**src/hw/rtl/assert_macros.svh**
```systemverilog
// assertion macros shared by the oil temperature estimator rtl
// no dependencies; bodies compile away when SYNTH is defined
`ifndef ASSERT_MACROS_SVH
`define ASSERT_MACROS_SVH
`ifndef SYNTH
`define ASSERT_AT(lbl, clk, rstn, prop) \
  lbl: assert property (@(posedge clk) disable iff (!(rstn)) (prop)) \
    else $error("assertion failed");
`define ASSERT_NEVER(lbl, clk, rstn, prop) \
  lbl: assert property (@(posedge clk) disable iff (!(rstn)) !(prop)) \
    else $error("forbidden condition seen");
`else
`define ASSERT_AT(lbl, clk, rstn, prop)
`define ASSERT_NEVER(lbl, clk, rstn, prop)
`endif
`endif

```
**src/hw/rtl/otle_pkg.sv**
```systemverilog
// types, constants and helpers for the oil temperature lag estimator
// no dependencies
package otle_pkg;

  // fraction bits of the lagged drop
  localparam int DropFracBits = 8;
  localparam int ShUp = (DropFracBits >= 8) ? DropFracBits - 8 : 0;
  localparam int ShDn = (DropFracBits >= 8) ? 0 : 8 - DropFracBits;

  localparam int MaxDtMs          = 1000;
  localparam int CeilingTemp      = 1767;
  localparam int DefaultFloorTemp = -400;
  localparam int PrevReset        = 10000;
  localparam int FallbackReset    = 900;

  // shared multiplier and serial divider widths
  localparam int MulAW    = 33;
  localparam int MulBW    = 17;
  localparam int ProdW    = MulAW + MulBW;
  localparam int AccW     = 34;
  localparam int WideW    = 48;
  localparam int DivNumW  = 42;
  localparam int DivDenW  = 16;

  localparam logic signed [WideW-1:0] Sat32Max = 48'sh0000_7FFF_FFFF;
  localparam logic signed [WideW-1:0] Sat32Min = 48'shFFFF_8000_0000;

  typedef enum logic [2:0] {
    REG_OFFSET_K0  = 3'd0,
    REG_GAIN_HEAD  = 3'd1,
    REG_GAIN_AIR   = 3'd2,
    REG_GAIN_PRESS = 3'd3,
    REG_TAU_HEAT   = 3'd4,
    REG_TAU_COOL   = 3'd5,
    REG_FALLBACK   = 3'd6
  } reg_idx_e;

  typedef enum logic [6:0] {
    S_IDLE   = 7'b000_0001,
    S_PROD   = 7'b000_0010,
    S_TGT    = 7'b000_0100,
    S_DMUL   = 7'b000_1000,
    S_DSTART = 7'b001_0000,
    S_DIV    = 7'b010_0000,
    S_EST    = 7'b100_0000
  } state_e;

  function automatic logic signed [31:0] sat32(input logic signed [WideW-1:0] v);
    logic signed [31:0] r;
    if (v > Sat32Max) begin
      r = 32'sh7FFF_FFFF;
    end else if (v < Sat32Min) begin
      r = 32'sh8000_0000;
    end else begin
      r = v[31:0];
    end
    return r;
  endfunction

endpackage

```
**src/hw/rtl/otle_mul.sv**
```systemverilog
// shared signed multiplier with registered product
// depends on nothing; widths come from the instantiating module
module otle_mul #(
  parameter int AW = 33,
  parameter int BW = 17
) (
  input  logic                     clk_i,
  input  logic signed [AW-1:0]     a_i,
  input  logic signed [BW-1:0]     b_i,
  output logic signed [AW+BW-1:0]  p_o
);

  logic signed [AW+BW-1:0] p_q;

  always_ff @(posedge clk_i) begin
    p_q <= a_i * b_i;
  end

  assign p_o = p_q;

endmodule

```
**src/hw/rtl/otle_div.sv**
```systemverilog
// serial restoring divider, one quotient bit per cycle
// depends on nothing; unsigned operands, divisor must be nonzero
module otle_div #(
  parameter int NumW = 42,
  parameter int DenW = 16
) (
  input  logic            clk_i,
  input  logic            rst_ni,
  input  logic            start_i,
  input  logic [NumW-1:0] dividend_i,
  input  logic [DenW-1:0] divisor_i,
  output logic            done_o,
  output logic [NumW-1:0] quot_o
);

  localparam int CntW = $clog2(NumW + 1);

  logic            busy_q, busy_d;
  logic            done_q, done_d;
  logic [CntW-1:0] cnt_q, cnt_d;
  logic [DenW-1:0] rem_q, rem_d;
  logic [NumW-1:0] num_q, num_d;
  logic [DenW-1:0] den_q, den_d;
  logic [DenW:0]   trial;
  logic            qbit;

  always_comb begin
    busy_d = busy_q;
    done_d = 1'b0;
    cnt_d  = cnt_q;
    rem_d  = rem_q;
    num_d  = num_q;
    den_d  = den_q;
    trial  = {rem_q, num_q[NumW-1]};
    qbit   = (trial >= {1'b0, den_q});
    if (start_i) begin
      busy_d = 1'b1;
      cnt_d  = CntW'(NumW);
      rem_d  = '0;
      num_d  = dividend_i;
      den_d  = divisor_i;
    end else if (busy_q) begin
      // remainder stays below the divisor, so the low bits are enough
      rem_d = qbit ? DenW'(trial - {1'b0, den_q}) : trial[DenW-1:0];
      num_d = {num_q[NumW-2:0], qbit};
      cnt_d = cnt_q - 1'b1;
      if (cnt_q == CntW'(1)) begin
        busy_d = 1'b0;
        done_d = 1'b1;
      end
    end
  end

  always_ff @(posedge clk_i or negedge rst_ni) begin
    if (!rst_ni) begin
      busy_q <= 1'b0;
      done_q <= 1'b0;
      cnt_q  <= '0;
    end else begin
      busy_q <= busy_d;
      done_q <= done_d;
      cnt_q  <= cnt_d;
    end
  end

  always_ff @(posedge clk_i) begin
    rem_q <= rem_d;
    num_q <= num_d;
    den_q <= den_d;
  end

  assign done_o = done_q;
  assign quot_o = num_q;

endmodule

```
**src/hw/rtl/oil_temp_lag_estimator.sv**
```systemverilog
// channel   dir  handshake                    payload
// update    in   s_axis_tvalid/s_axis_tready  tdata: readings, tuser: valid flags
// estimate  out  m_axis_tvalid/m_axis_tready  tdata: estimate, tuser: used_fallback
// config    in   psel/penable/pwrite (apb)    7 registers at byte address 4*i
//
// fallback items go straight from idle to the estimate state; others run the gain
// products and the target step and, when the selected time constant is not 0, the
// 42-step serial divider for elapsed over tau; the four products share one multiplier.
// one item at a time: s_axis_tready is high only while the sequencer is idle.
// rst_ni clears the lagged drop, sets the previous estimate to 10000 and
// loads register defaults; a stalled estimate holds in its output register.
//
// oil temperature lag estimator top level
// depends on otle_pkg, otle_mul, otle_div and assert_macros.svh
`include "assert_macros.svh"

module oil_temp_lag_estimator (
  input  logic        clk_i,
  input  logic        rst_ni,
  // elapsed_ms[15:0], head_temp[28:16], oil_pressure[42:29],
  // intake_air_temp[54:43], ambient_temp[66:55], engine_speed[81:67]
  input  logic [87:0] s_axis_tdata,
  // head_temp_ok[0], oil_pressure_ok[1], intake_air_ok[2], ambient_ok[3]
  input  logic [3:0]  s_axis_tuser,
  input  logic        s_axis_tvalid,
  output logic        s_axis_tready,
  // oil_temp_estimate[12:0]
  output logic [15:0] m_axis_tdata,
  // used_fallback[0]
  output logic [0:0]  m_axis_tuser,
  output logic        m_axis_tvalid,
  input  logic        m_axis_tready,
  input  logic        psel,
  input  logic        penable,
  input  logic        pwrite,
  input  logic [4:0]  paddr,
  input  logic [31:0] pwdata,
  output logic [31:0] prdata,
  output logic        pready
);

  import otle_pkg::*;

  // configuration registers
  logic signed [15:0] k0_q, gh_q, ga_q, gp_q;
  logic [15:0]        tau_heat_q, tau_cool_q;
  logic [12:0]        fallback_q;
  reg_idx_e           reg_idx;
  logic               cfg_wr;

  // control and state
  state_e             state_q, state_d;
  logic [1:0]         cnt_q, cnt_d;
  logic               out_valid_q, out_valid_d;
  logic signed [31:0] drop_q, drop_d;
  logic signed [15:0] prev_q, prev_d;
  logic               bad_accept, prev_in_range;

  // item payload
  logic [9:0]          dt_q;
  logic signed [12:0]  head_q, air_q, flr_q;
  logic [13:0]         press_q;
  logic                circ_q, fb_q, neg_q;
  logic signed [AccW-1:0] acc_q, acc_d;
  logic signed [32:0]  diff_q;
  logic [15:0]         tau_q;
  logic signed [31:0]  newdrop_q, newdrop_d;
  logic [12:0]         out_est_q;
  logic                out_fb_q;

  // input unpacking
  logic [15:0]        in_elapsed;
  logic signed [12:0] in_head;
  logic [13:0]        in_press;
  logic signed [11:0] in_intake, in_amb;
  logic [14:0]        in_rpm;
  logic               in_accept;

  // shared units
  logic signed [MulAW-1:0] mul_a;
  logic signed [MulBW-1:0] mul_b;
  logic signed [ProdW-1:0] mul_p;
  logic                    div_start, div_done;
  logic [DivNumW-1:0]      div_num, div_quot;

  // combinational datapath
  logic signed [WideW-1:0] scaled, off_w, tgt_w, est_w, flr_w, ceil_w, dsum_w, reld_w;
  logic signed [31:0]      target_raw, target_eff, drop_fin;
  logic signed [32:0]      diff_d;
  logic signed [43:0]      qsig;
  logic signed [15:0]      est16;
  logic                    load_out;

  assign in_elapsed = s_axis_tdata[15:0];
  assign in_head    = s_axis_tdata[28:16];
  assign in_press   = s_axis_tdata[42:29];
  assign in_intake  = s_axis_tdata[54:43];
  assign in_amb     = s_axis_tdata[66:55];
  assign in_rpm     = s_axis_tdata[81:67];
  assign in_accept  = s_axis_tvalid && s_axis_tready;

  // ---------------- configuration port ----------------
  assign pready  = 1'b1;
  assign reg_idx = reg_idx_e'(paddr[4:2]);
  assign cfg_wr  = psel && penable && pwrite && pready;

  always_comb begin
    case (reg_idx)
      REG_OFFSET_K0:  prdata = {16'b0, k0_q};
      REG_GAIN_HEAD:  prdata = {16'b0, gh_q};
      REG_GAIN_AIR:   prdata = {16'b0, ga_q};
      REG_GAIN_PRESS: prdata = {16'b0, gp_q};
      REG_TAU_HEAT:   prdata = {16'b0, tau_heat_q};
      REG_TAU_COOL:   prdata = {16'b0, tau_cool_q};
      REG_FALLBACK:   prdata = {19'b0, fallback_q};
      default:        prdata = '0;
    endcase
  end

  always_ff @(posedge clk_i or negedge rst_ni) begin
    if (!rst_ni) begin
      k0_q       <= '0;
      gh_q       <= '0;
      ga_q       <= '0;
      gp_q       <= '0;
      tau_heat_q <= '0;
      tau_cool_q <= '0;
      fallback_q <= 13'(FallbackReset);
    end else if (cfg_wr) begin
      case (reg_idx)
        REG_OFFSET_K0:  k0_q       <= pwdata[15:0];
        REG_GAIN_HEAD:  gh_q       <= pwdata[15:0];
        REG_GAIN_AIR:   ga_q       <= pwdata[15:0];
        REG_GAIN_PRESS: gp_q       <= pwdata[15:0];
        REG_TAU_HEAT:   tau_heat_q <= pwdata[15:0];
        REG_TAU_COOL:   tau_cool_q <= pwdata[15:0];
        REG_FALLBACK:   fallback_q <= pwdata[12:0];
        default: begin
        end
      endcase
    end
  end

  // ---------------- shared units ----------------
  otle_mul #(
    .AW (MulAW),
    .BW (MulBW)
  ) u_mul (
    .clk_i (clk_i),
    .a_i   (mul_a),
    .b_i   (mul_b),
    .p_o   (mul_p)
  );

  otle_div #(
    .NumW (DivNumW),
    .DenW (DivDenW)
  ) u_div (
    .clk_i      (clk_i),
    .rst_ni     (rst_ni),
    .start_i    (div_start),
    .dividend_i (div_num),
    .divisor_i  (tau_q),
    .done_o     (div_done),
    .quot_o     (div_quot)
  );

  // operand select: three gain products, then difference times elapsed
  always_comb begin
    mul_a = '0;
    mul_b = '0;
    if (state_q == S_DMUL) begin
      mul_a = diff_q;
      mul_b = $signed({7'b0, dt_q});
    end else begin
      case (cnt_q)
        2'd0: begin
          mul_a = $signed({{20{head_q[12]}}, head_q});
          mul_b = $signed({gh_q[15], gh_q});
        end
        2'd1: begin
          mul_a = $signed({{20{air_q[12]}}, air_q});
          mul_b = $signed({ga_q[15], ga_q});
        end
        2'd2: begin
          mul_a = $signed({19'b0, press_q});
          mul_b = $signed({gp_q[15], gp_q});
        end
        default: begin
          mul_a = '0;
          mul_b = '0;
        end
      endcase
    end
  end

  assign div_start = (state_q == S_DSTART);
  assign div_num   = mul_p[ProdW-1] ? DivNumW'(-mul_p) : mul_p[DivNumW-1:0];

  // ---------------- target drop ----------------
  always_comb begin
    scaled = ($signed({{(WideW-AccW){acc_q[AccW-1]}}, acc_q}) <<< ShUp) >>> ShDn;
    off_w  = $signed({{(WideW-16){k0_q[15]}}, k0_q}) <<< DropFracBits;
    tgt_w  = off_w + scaled;
    target_raw = sat32(tgt_w);
    // without circulation the drop may only grow
    target_eff = (!circ_q && (target_raw < drop_q)) ? drop_q : target_raw;
    diff_d = $signed({target_eff[31], target_eff}) - $signed({drop_q[31], drop_q});
  end

  // quotient back to signed, truncated toward zero
  assign qsig   = neg_q ? -$signed({2'b0, div_quot}) : $signed({2'b0, div_quot});
  assign dsum_w = $signed({{16{drop_q[31]}}, drop_q}) + $signed({{4{qsig[43]}}, qsig});

  // ---------------- estimate ----------------
  assign ceil_w = WideW'(CeilingTemp);
  assign flr_w  = $signed({{(WideW-13){flr_q[12]}}, flr_q});

  always_comb begin
    est_w = (($signed({{(WideW-13){head_q[12]}}, head_q}) <<< DropFracBits)
            - $signed({{16{newdrop_q[31]}}, newdrop_q})) >>> DropFracBits;
    if (est_w > ceil_w) begin
      est_w = ceil_w;
    end
    if (est_w < flr_w) begin
      est_w = flr_w;
    end
    est16 = est_w[15:0];
    if (!circ_q && (est16 > prev_q)) begin
      est16 = prev_q;
    end
    reld_w = ($signed({{(WideW-13){head_q[12]}}, head_q})
             - $signed({{(WideW-16){est16[15]}}, est16})) <<< DropFracBits;
    drop_fin = circ_q ? newdrop_q : sat32(reld_w);
  end

  // ---------------- sequencer ----------------
  assign s_axis_tready = (state_q == S_IDLE);
  assign load_out      = (state_q == S_EST) && (!out_valid_q || m_axis_tready);

  always_comb begin
    state_d     = state_q;
    cnt_d       = cnt_q;
    acc_d       = acc_q;
    newdrop_d   = newdrop_q;
    drop_d      = drop_q;
    prev_d      = prev_q;
    out_valid_d = out_valid_q;
    if (m_axis_tready) begin
      out_valid_d = 1'b0;
    end
    case (state_q)
      S_IDLE: begin
        if (in_accept) begin
          cnt_d   = '0;
          acc_d   = '0;
          state_d = (s_axis_tuser[0] && s_axis_tuser[1]) ? S_PROD : S_EST;
        end
      end
      S_PROD: begin
        cnt_d = cnt_q + 1'b1;
        if (cnt_q != 2'd0) begin
          acc_d = acc_q + $signed(mul_p[AccW-1:0]);
        end
        if (cnt_q == 2'd3) begin
          state_d = S_TGT;
        end
      end
      S_TGT: begin
        if (((target_eff < drop_q) ? tau_heat_q : tau_cool_q) == 16'd0) begin
          newdrop_d = target_eff;
          state_d   = S_EST;
        end else begin
          state_d = S_DMUL;
        end
      end
      S_DMUL: begin
        state_d = S_DSTART;
      end
      S_DSTART: begin
        state_d = S_DIV;
      end
      S_DIV: begin
        if (div_done) begin
          newdrop_d = sat32(dsum_w);
          state_d   = S_EST;
        end
      end
      S_EST: begin
        if (load_out) begin
          out_valid_d = 1'b1;
          if (!fb_q) begin
            drop_d = drop_fin;
            prev_d = est16;
          end
          state_d = S_IDLE;
        end
      end
      default: begin
        state_d = S_IDLE;
      end
    endcase
  end

  always_ff @(posedge clk_i or negedge rst_ni) begin
    if (!rst_ni) begin
      state_q     <= S_IDLE;
      cnt_q       <= '0;
      out_valid_q <= 1'b0;
      drop_q      <= '0;
      prev_q      <= 16'(PrevReset);
    end else begin
      state_q     <= state_d;
      cnt_q       <= cnt_d;
      out_valid_q <= out_valid_d;
      drop_q      <= drop_d;
      prev_q      <= prev_d;
    end
  end

  // payload registers
  always_ff @(posedge clk_i) begin
    acc_q     <= acc_d;
    newdrop_q <= newdrop_d;
    if (in_accept) begin
      dt_q    <= (in_elapsed > 16'(MaxDtMs)) ? 10'(MaxDtMs) : in_elapsed[9:0];
      head_q  <= in_head;
      press_q <= in_press;
      fb_q    <= !(s_axis_tuser[0] && s_axis_tuser[1]);
      circ_q  <= (in_rpm != '0) && (in_press != '0);
      // air for the drop: intake, else ambient, else head
      air_q   <= s_axis_tuser[2] ? 13'(in_intake) :
                 (s_axis_tuser[3] ? 13'(in_amb) : in_head);
      flr_q   <= s_axis_tuser[2] ? 13'(in_intake) :
                 (s_axis_tuser[3] ? 13'(in_amb) : 13'(DefaultFloorTemp));
    end
    if (state_q == S_TGT) begin
      diff_q <= diff_d;
      tau_q  <= (target_eff < drop_q) ? tau_heat_q : tau_cool_q;
    end
    if (state_q == S_DSTART) begin
      neg_q <= mul_p[ProdW-1];
    end
    if (load_out) begin
      out_est_q <= fb_q ? fallback_q : est16[12:0];
      out_fb_q  <= fb_q;
    end
  end

  assign m_axis_tvalid = out_valid_q;
  assign m_axis_tdata  = {3'b0, out_est_q};
  assign m_axis_tuser  = out_fb_q;

  // ---------------- assertions ----------------
  assign bad_accept    = in_accept && !(s_axis_tuser[0] && s_axis_tuser[1]);
  assign prev_in_range = (prev_q == 16'(PrevReset)) ||
                         ((prev_q <= 16'sd2047) && (prev_q >= -16'sd2048));

  `ASSERT_AT(a_div_done_in_div, clk_i, rst_ni, div_done |-> (state_q == S_DIV))
  `ASSERT_AT(a_bad_sensor_fallback, clk_i, rst_ni, bad_accept |=> ((state_q == S_EST) && fb_q))
  `ASSERT_AT(a_prev_range, clk_i, rst_ni, prev_in_range)

endmodule

```
**config.mk**
```make
export PLATFORM = sky130hd
export DESIGN_NAME = oil_temp_lag_estimator
export DESIGN_NICKNAME = d
export VERILOG_FILES = /design/src/hw/rtl/otle_pkg.sv /design/src/hw/rtl/otle_mul.sv /design/src/hw/rtl/otle_div.sv /design/src/hw/rtl/oil_temp_lag_estimator.sv
export VERILOG_INCLUDE_DIRS = /design/src /design/src/hw/rtl
export SDC_FILE = /design/constraint.sdc
export NUM_CORES = 2
export LEC_CHECK = 0
export BUFFER_PORTS_ARGS = -buffer_cell sky130_fd_sc_hd__clkbuf_2
export CAP_MARGIN = 5
export CORE_MARGIN = 5
export CORE_UTILIZATION = 40
export CTS_BUF_LIST = sky130_fd_sc_hd__clkbuf_4
export CTS_CLUSTER_DIAMETER = 50
export CTS_CLUSTER_SIZE = 14
export DETAILED_ROUTE_END_ITERATION = 10
export GPL_TIMING_DRIVEN = 0
export PLACE_DENSITY_LB_ADDON = 0.3
export SLEW_MARGIN = 15
export SYNTH_ARGS = -nofsm -noshare
export SYNTH_HDL_FRONTEND = slang
export SYNTH_SLANG_ARGS = --single-unit
```
**constraint.sdc**
```tcl
create_clock -name clk_i -period 34.5 [get_ports clk_i]
set_input_delay 5.175 -clock clk_i [delete_from_list [all_inputs] [get_ports clk_i]]
set_output_delay 5.175 -clock clk_i [all_outputs]
set_load 0.005 [all_outputs]
```
Yosys cells after proc, flatten, opt, wreduce, memory -nomap -nowiden
Cells that the tools add are included.

Memory bits (read-only): 0. Word-level logic and storage cells: 168. RAM bits: 0. Output and inout bits: 52. Latch bits: 0. Bits in registers: 494. Memories: 0. Input port bits: 136.

Multiplexer cells: 53. $lt $le $gt $ge: 13. Add/sub/neg operators: 11. Bitwise gates (word level): 1. Reduce and logical (&&, ||, !) cells: 33. Shift operators: 0. Divide/modulo/power cells: 0. Eq/ne operators: 23. $mul: 1.

Operators with widths (count): $mux 32 (10); $mux 42 (3); $pmux 16 s7 (1); $pmux 33 s3 (1); $mux 34 (2); $pmux 34 s2 (1); $mux 13 (5); $lt 32x32->1 (2); $mux 16 (4); $pmux 32 s2 (1); $pmux 17 s3 (1); $mul 33x17->50 (1); $pmux 7 s7 (1); $lt 48x13->1 (1); $mux 48 (1); $add 32x44->45 (1); $gt 45x32->1 const B (1); $lt 45x32->1 const B (1); $mux 44 (1); $neg 42->44 (1); $mux 7 (6); $neg 42->42 (1); $add 24x34->35 (1); $gt 35x32->1 const B (1); 48 further kinds (86).

Depth between registers and ports, before layout
Word-level depth: 13. Gate-level depth with buffers: 56. Depth with buffers taken out: 53.

Cells and area by module
From an unflattened synthesis, not the netlist that was laid out.

Cell total of the unflattened synthesis: 5675. Area, all modules: 53590.1 um2.

By module, submodules not included: oil_temp_lag_estimator (seq. area each 10017.1 um2, times used 1, area each 29072.9 um2, cells each 3122); otle_mul (seq. area each 1001.0 um2, times used 1, area each 20282.0 um2, cells each 2196); otle_div (seq. area each 2262.2 um2, times used 1, area each 4235.3 um2, cells each 357).

Least setup slack after synthesis
OpenSTA, ideal clock, no wires.

Kind: flip-flop to flip-flop. Start: register acc_q[9]. End: register newdrop_q[0], enable pin. Arrival time: 12.290 ns. Required time: 34.039 ns. Period minus slack after synthesis: 12.751 ns. Slack: 21.749 ns. Library setup time: 0.461 ns. Path buffers: 3. Cell stages (with the launch flop): 53. Path through: edfxtp_1 ha_1 a21o_1 a21oi_1 o21bai_1 a21oi_1 o21bai_1 a211oi_1 o41ai_1 a31o_2 a2111o_1 a31oi_1 xnor2_1 or3b_2 o211ai_1 clkbuf_1 clkbuf_1 a21oi_1 (+17 left out) nor2b_1 o21ai_0 a21boi_0 o21ai_0 a21boi_0 o21ai_0 a21boi_0 o21a_1 o21ai_0 o2111ai_1 nor3b_1 o31ai_1 o211ai_1 o31ai_1 a21oi_1 mux2i_1 nor2_1 nor3_1.

Cells in the longest elaborated chain, start to end: 12. Elaborated cells on any way between the ends: 13. Classes of those cells: 1 x add/sub; 4 x order compare; 1 x eq/ne; 4 x mux; 3 x reduce/logical.

RTL lines: from (decl) (line oil_temp_lag_estimator.sv:64) `logic signed [AccW-1:0] acc_q, acc_d;`; from (signal assigned) (line oil_temp_lag_estimator.sv:323) `acc_q <= acc_d;`; $add 24x34->35 (*) (line oil_temp_lag_estimator.sv:204) `tgt_w = off_w + scaled;`; $lt 35x32->1 (line otle_pkg.sv:52) `end else if (v < Sat32Min) begin`; $mux 32 (line otle_pkg.sv:52); $mux 32 (*) (line otle_pkg.sv:50) `if (v > Sat32Max) begin`; $lt 32x32->1 (line oil_temp_lag_estimator.sv:207) `target_eff = (!circ_q && (target_raw < drop_q)) ? drop_q : target_raw;`; $logic_and 1x1->1 (line oil_temp_lag_estimator.sv:207); $mux 32 (*) (line oil_temp_lag_estimator.sv:207); $lt 32x32->1 (*) (line oil_temp_lag_estimator.sv:270) `if (((target_eff < drop_q) ? tau_heat_q : tau_cool_q) == 16'd0) begin`; $mux 16 (*) (line oil_temp_lag_estimator.sv:270); $logic_not 16->1 (*) (line oil_temp_lag_estimator.sv:270); $ne 2x2->1 (no source line) (*); $reduce_and 3->1 (no source line) (*); to (signal assigned) (line oil_temp_lag_estimator.sv:324) `newdrop_q <= newdrop_d;`; to (decl) (line oil_temp_lag_estimator.sv:67) `logic signed [31:0] newdrop_q, newdrop_d;`.

Mark *: on every way between the ends. The rest lies on a longest branch, timed or not. A chain may end at the register's enable or synchronous reset.

Final worst setup path
Start: register k0_q[1]. End: register newdrop_q[20], enable pin.

Cells in the longest elaborated chain, start to end: 12. Elaborated cells on any way between the ends: 13. Classes of those cells: 1 x add/sub; 4 x order compare; 1 x eq/ne; 4 x mux; 3 x reduce/logical.

RTL lines: from (decl) (line oil_temp_lag_estimator.sv:45) `logic signed [15:0] k0_q, gh_q, ga_q, gp_q;`; from (signal assigned) (line oil_temp_lag_estimator.sv:131) `REG_OFFSET_K0: k0_q <= pwdata[15:0];`; $add 24x34->35 (*) (line oil_temp_lag_estimator.sv:204); $lt 35x32->1 (line otle_pkg.sv:52); $mux 32 (line otle_pkg.sv:52); $mux 32 (*) (line otle_pkg.sv:50); $lt 32x32->1 (line oil_temp_lag_estimator.sv:207); $logic_and 1x1->1 (line oil_temp_lag_estimator.sv:207); $mux 32 (*) (line oil_temp_lag_estimator.sv:207); $lt 32x32->1 (*) (line oil_temp_lag_estimator.sv:270); $mux 16 (*) (line oil_temp_lag_estimator.sv:270); $logic_not 16->1 (*) (line oil_temp_lag_estimator.sv:270); $ne 2x2->1 (no source line) (*); $reduce_and 3->1 (no source line) (*).

Marks and branches as above.

==> flow_metrics.py <==
metrics = {
    "finish": {
        "num-nets-final": 6851,
        "fin_cells": 7514,
        "design_area_um2": 56100,
        "syn_to_final_growth_pct": 8.65,
        "final_common_cell": "inv_1",
        "n_fill_cell": 12612,
        "final_cell_mix": "735 x inv_1, 578 x nand2_1, 542 x fa_1",
        "drive_above_1_share_pct": 9.97,
    },
    "critical_path": {
        "end_kind": "flop",
        "crit_fanout": 12,
        "cp-start-kind": "flop",
        "critPathMaxStageDelay_ps": 920,
        "r2r_start": "k0_q[1]",
        "r2r_cells": 51,
        "r2r_setup_slack_ps": 20470,
        "worst-setup-path-type": "flop to flop",
        "r2r_end": "newdrop_q[20]",
        "crit_arrival_ps": 14620,
        "cp.required_ps": 35090,
        "slowest_stage": "a21oi_1",
        "crit_top_cell": "o21ai_0",
    },
    "global_route": {
        "grt_max_degree": 97,
        "grt_pass1_wl_um": 254000,
        "globalRouteTotalUtil_pct": 24.3,
        "grt_pass1_vias": 41579,
        "grt-ovfl-total": 0,
        "antenna_found_initial": 15,
    },
    "route": {
        "drt_iter0_markers": 3491,
        "ant_nets": 0,
        "wl_um": 168000,
        "avgRoutedWirePerCell_um": 22.3,
        "dr.pass1.iters": 6,
        "vias_per_cell": 5.54,
        "num_vias": 41634,
        "drc": 0,
    },
    "placement": {
        "placed_cells": 7382,
        "placed_area_um2": 54700,
        "dpl.hpwl_um": 140000,
        "place.gp.congestion": 0.999,
        "io_buffer_count": 140,
    },
    "sta": {
        "fin_crit_sh_pct": 40.7,
        "setup_viol": 0,
        "tightest_slew_ps": 1230,
        "drv_slew": 0,
        "rsz0062_at_grt": "false",
        "hold_viol": 0,
        "post-route-min-period_ps": 14030,
        "tns_ps": 0,
        "max_freq_mhz": 71.3,
        "relSlewSlack_pct": 17.2,
        "finClkSkew_ps": 77.0,
    },
    "min_path": {
        "worstHoldPathCells": 2,
        "hp-class": "flop to flop",
        "worstHoldStart": "u_div.rem_q[15]",
        "hold_end": "u_div.rem_q[15]",
    },
    "cts": {
        "post_cts_resized": 0,
        "cts.path.max_buffers": 3,
        "cts_tree": "done",
        "cts_sinks": 486,
        "h-tree-depth": 3,
        "cts_made_buffers": 68,
        "clock_latency_ps": 900,
        "clk_pin_slew_ps": 120,
        "cts_setup_buffers": 0,
        "cts_hold_buffers": 0,
        "cts_root_buf": "clkbuf_4",
    },
    "synth": {
        "synth_area_per_cell_um2": 9.30,
        "netlist_instances": 5550,
        "ys_warn_count": 0,
        "yosys_most_used_dff": "edfxtp_1",
        "synth-edff-count": 252,
        "synth_area_leaders": "fa_1 21%, edfxtp_1 15%, ha_1 9.3%",
        "synth_top_cell_by_area": "fa_1",
        "syn_area_um2": 51600,
        "synth.distinct_cells": 106,
        "async_reset_ff_share_pct": 36.0,
        "synth-seq-cells": 486,
        "ys_seq_area_share_pct": 25.5,
        "synth_top_cell_area_share_pct": 21.0,
    },
    "floorplan": {
        "fp-row-count": 131,
        "initial_core_util_pct": 40.4,
        "die_width_um": 369,
        "die_area_um2": 136000,
        "pin_count": 188,
        "fp.dieH_um": 369,
        "core-area_um2": 128000,
    },
    "flow_run": {
        "drv_cap": 0,
    },
    "status": {
        "outcome": "finished, final reports clean",
    },
}
[critical path: cells and delay by family (launching register included)]
| family | cells | cell delay, ps |
|---|---|---|
| adder cells (fa/ha/maj) | 3 | 860 |
| buffers and inverters | 7 | 1990 |
| multiplexers | 3 | 1250 |
| XOR/XNOR | 1 | 230 |
| flip-flops | 1 | 510 |
| AO/OA/AOI/OAI | 31 | 7480 |
| AND/OR/NAND/NOR | 6 | 1370 |
[worst max path at each step]
stage / startpoint / slack, ps / endpoint
3_3_place_gp: k0_q[1] / 18410 / newdrop_q[30]
3_5_place_dp: k0_q[1] / 20600 / newdrop_q[30]
4_1_cts: k0_q[1] / 20570 / newdrop_q[20]
6_report: k0_q[1] / 20470 / newdrop_q[20]
2_1_floorplan: acc_q[9] / 21750 / newdrop_q[0]
5_1_grt: k0_q[0] / 19350 / newdrop_q[23]
[state kept, by name (all words and copies together), names as in the netlist, 16 cells and up]
signal / cells
u_mul.p_o: 43
u_div.quot_o: 42
acc_q: 34
diff_q: 33
drop_q: 32
newdrop_q: 32
ga_q: 16
gh_q: 16
gp_q: 16
k0_q: 16
prev_q: 16
tau_cool_q: 16
tau_heat_q: 16
tau_q: 16
u_div.den_q: 16
u_div.rem_q: 16
[per-layer routing]
layer  vias up  GRT usage [%]  part of all wire, %
met5         -              0               0.0078
met4         2           9.13                  4.3
met3       263           3.92                  7.5
met2      1480           39.0                   45
met1     20735           33.3                   43
li1      19154              -                    -
[area by class of cell]
| cell class | count | area, um^2 | area share (%) |
|---|---|---|---|
| Multi-Input combinational cell | 4106 | 34800 | 62.1 |
| Sequential cell | 486 | 13100 | 23.4 |
| Inverter | 741 | 2780 | 4.96 |
| Tap cell | 1662 | 2080 | 3.71 |
| Buffer | 235 | 992 | 1.77 |
| Timing Repair Buffer | 152 | 877 | 1.56 |
| Clock inverter | 56 | 836 | 1.49 |
| Clock buffer | 70 | 526 | 0.937 |
| Antenna cell | 6 | 15.0 | 0.0268 |
[cell usage after synthesis, types with 21 or more instances]
cell / n
inv_1: 736
nand2_1: 578
fa_1: 542
nor2_1: 525
ha_1: 383
o21ai_0: 264
a21oi_1: 255
edfxtp_1: 252
clkbuf_1: 183
xnor2_1: 170
dfrtp_1: 165
mux2_2: 143
a21o_1: 103
xor2_1: 97
nand3_1: 64
nor3_1: 62
nand2b_1: 60
dfxtp_1: 59
nor2b_1: 58
mux2i_1: 55
or2_2: 49
o21a_1: 45
and2_1: 40
or3_1: 40
a211oi_1: 37
nand4_1: 35
nor4_1: 31
and3_1: 30
o31ai_1: 30
a222oi_1: 27
a21boi_0: 25
a31oi_1: 24
buf_4: 24
a2bb2oi_1: 23
o21ai_1: 21
[cell families (layout without fill, tap and decap cells)]
kind of cell	count (synthesis)	count (layout)	share of synthesized area [%]
AOI/OAI and AO/OA	1050	1050	13.4
xor gates and xnor gates	267	267	4.53
and+or+nand+nor	1633	1633	14.4
muxes	207	207	4.56
other	2	26	0.0145
DFF	486	486	25.5
buffers and inverters	976	1254	7.31
adders and majority gates	929	929	30.4
[per-stage QoR]
stage | hold slack [ps] | setup WS [ps] | utilization (%)
2_1_floorplan | 400 | 21750 | -
3_3_place_gp | 445 | 18410 | 42.6
3_5_place_dp | 452 | 20600 | 42.8
4_1_cts | 469 | 20570 | 43.9
5_1_grt | 503 | 19350 | 43.9
6_report | 472 | 20470 | 43.9
Power is not shown: default switching activity piles up to over one toggle a cycle in this logic, so the estimate is an artifact.
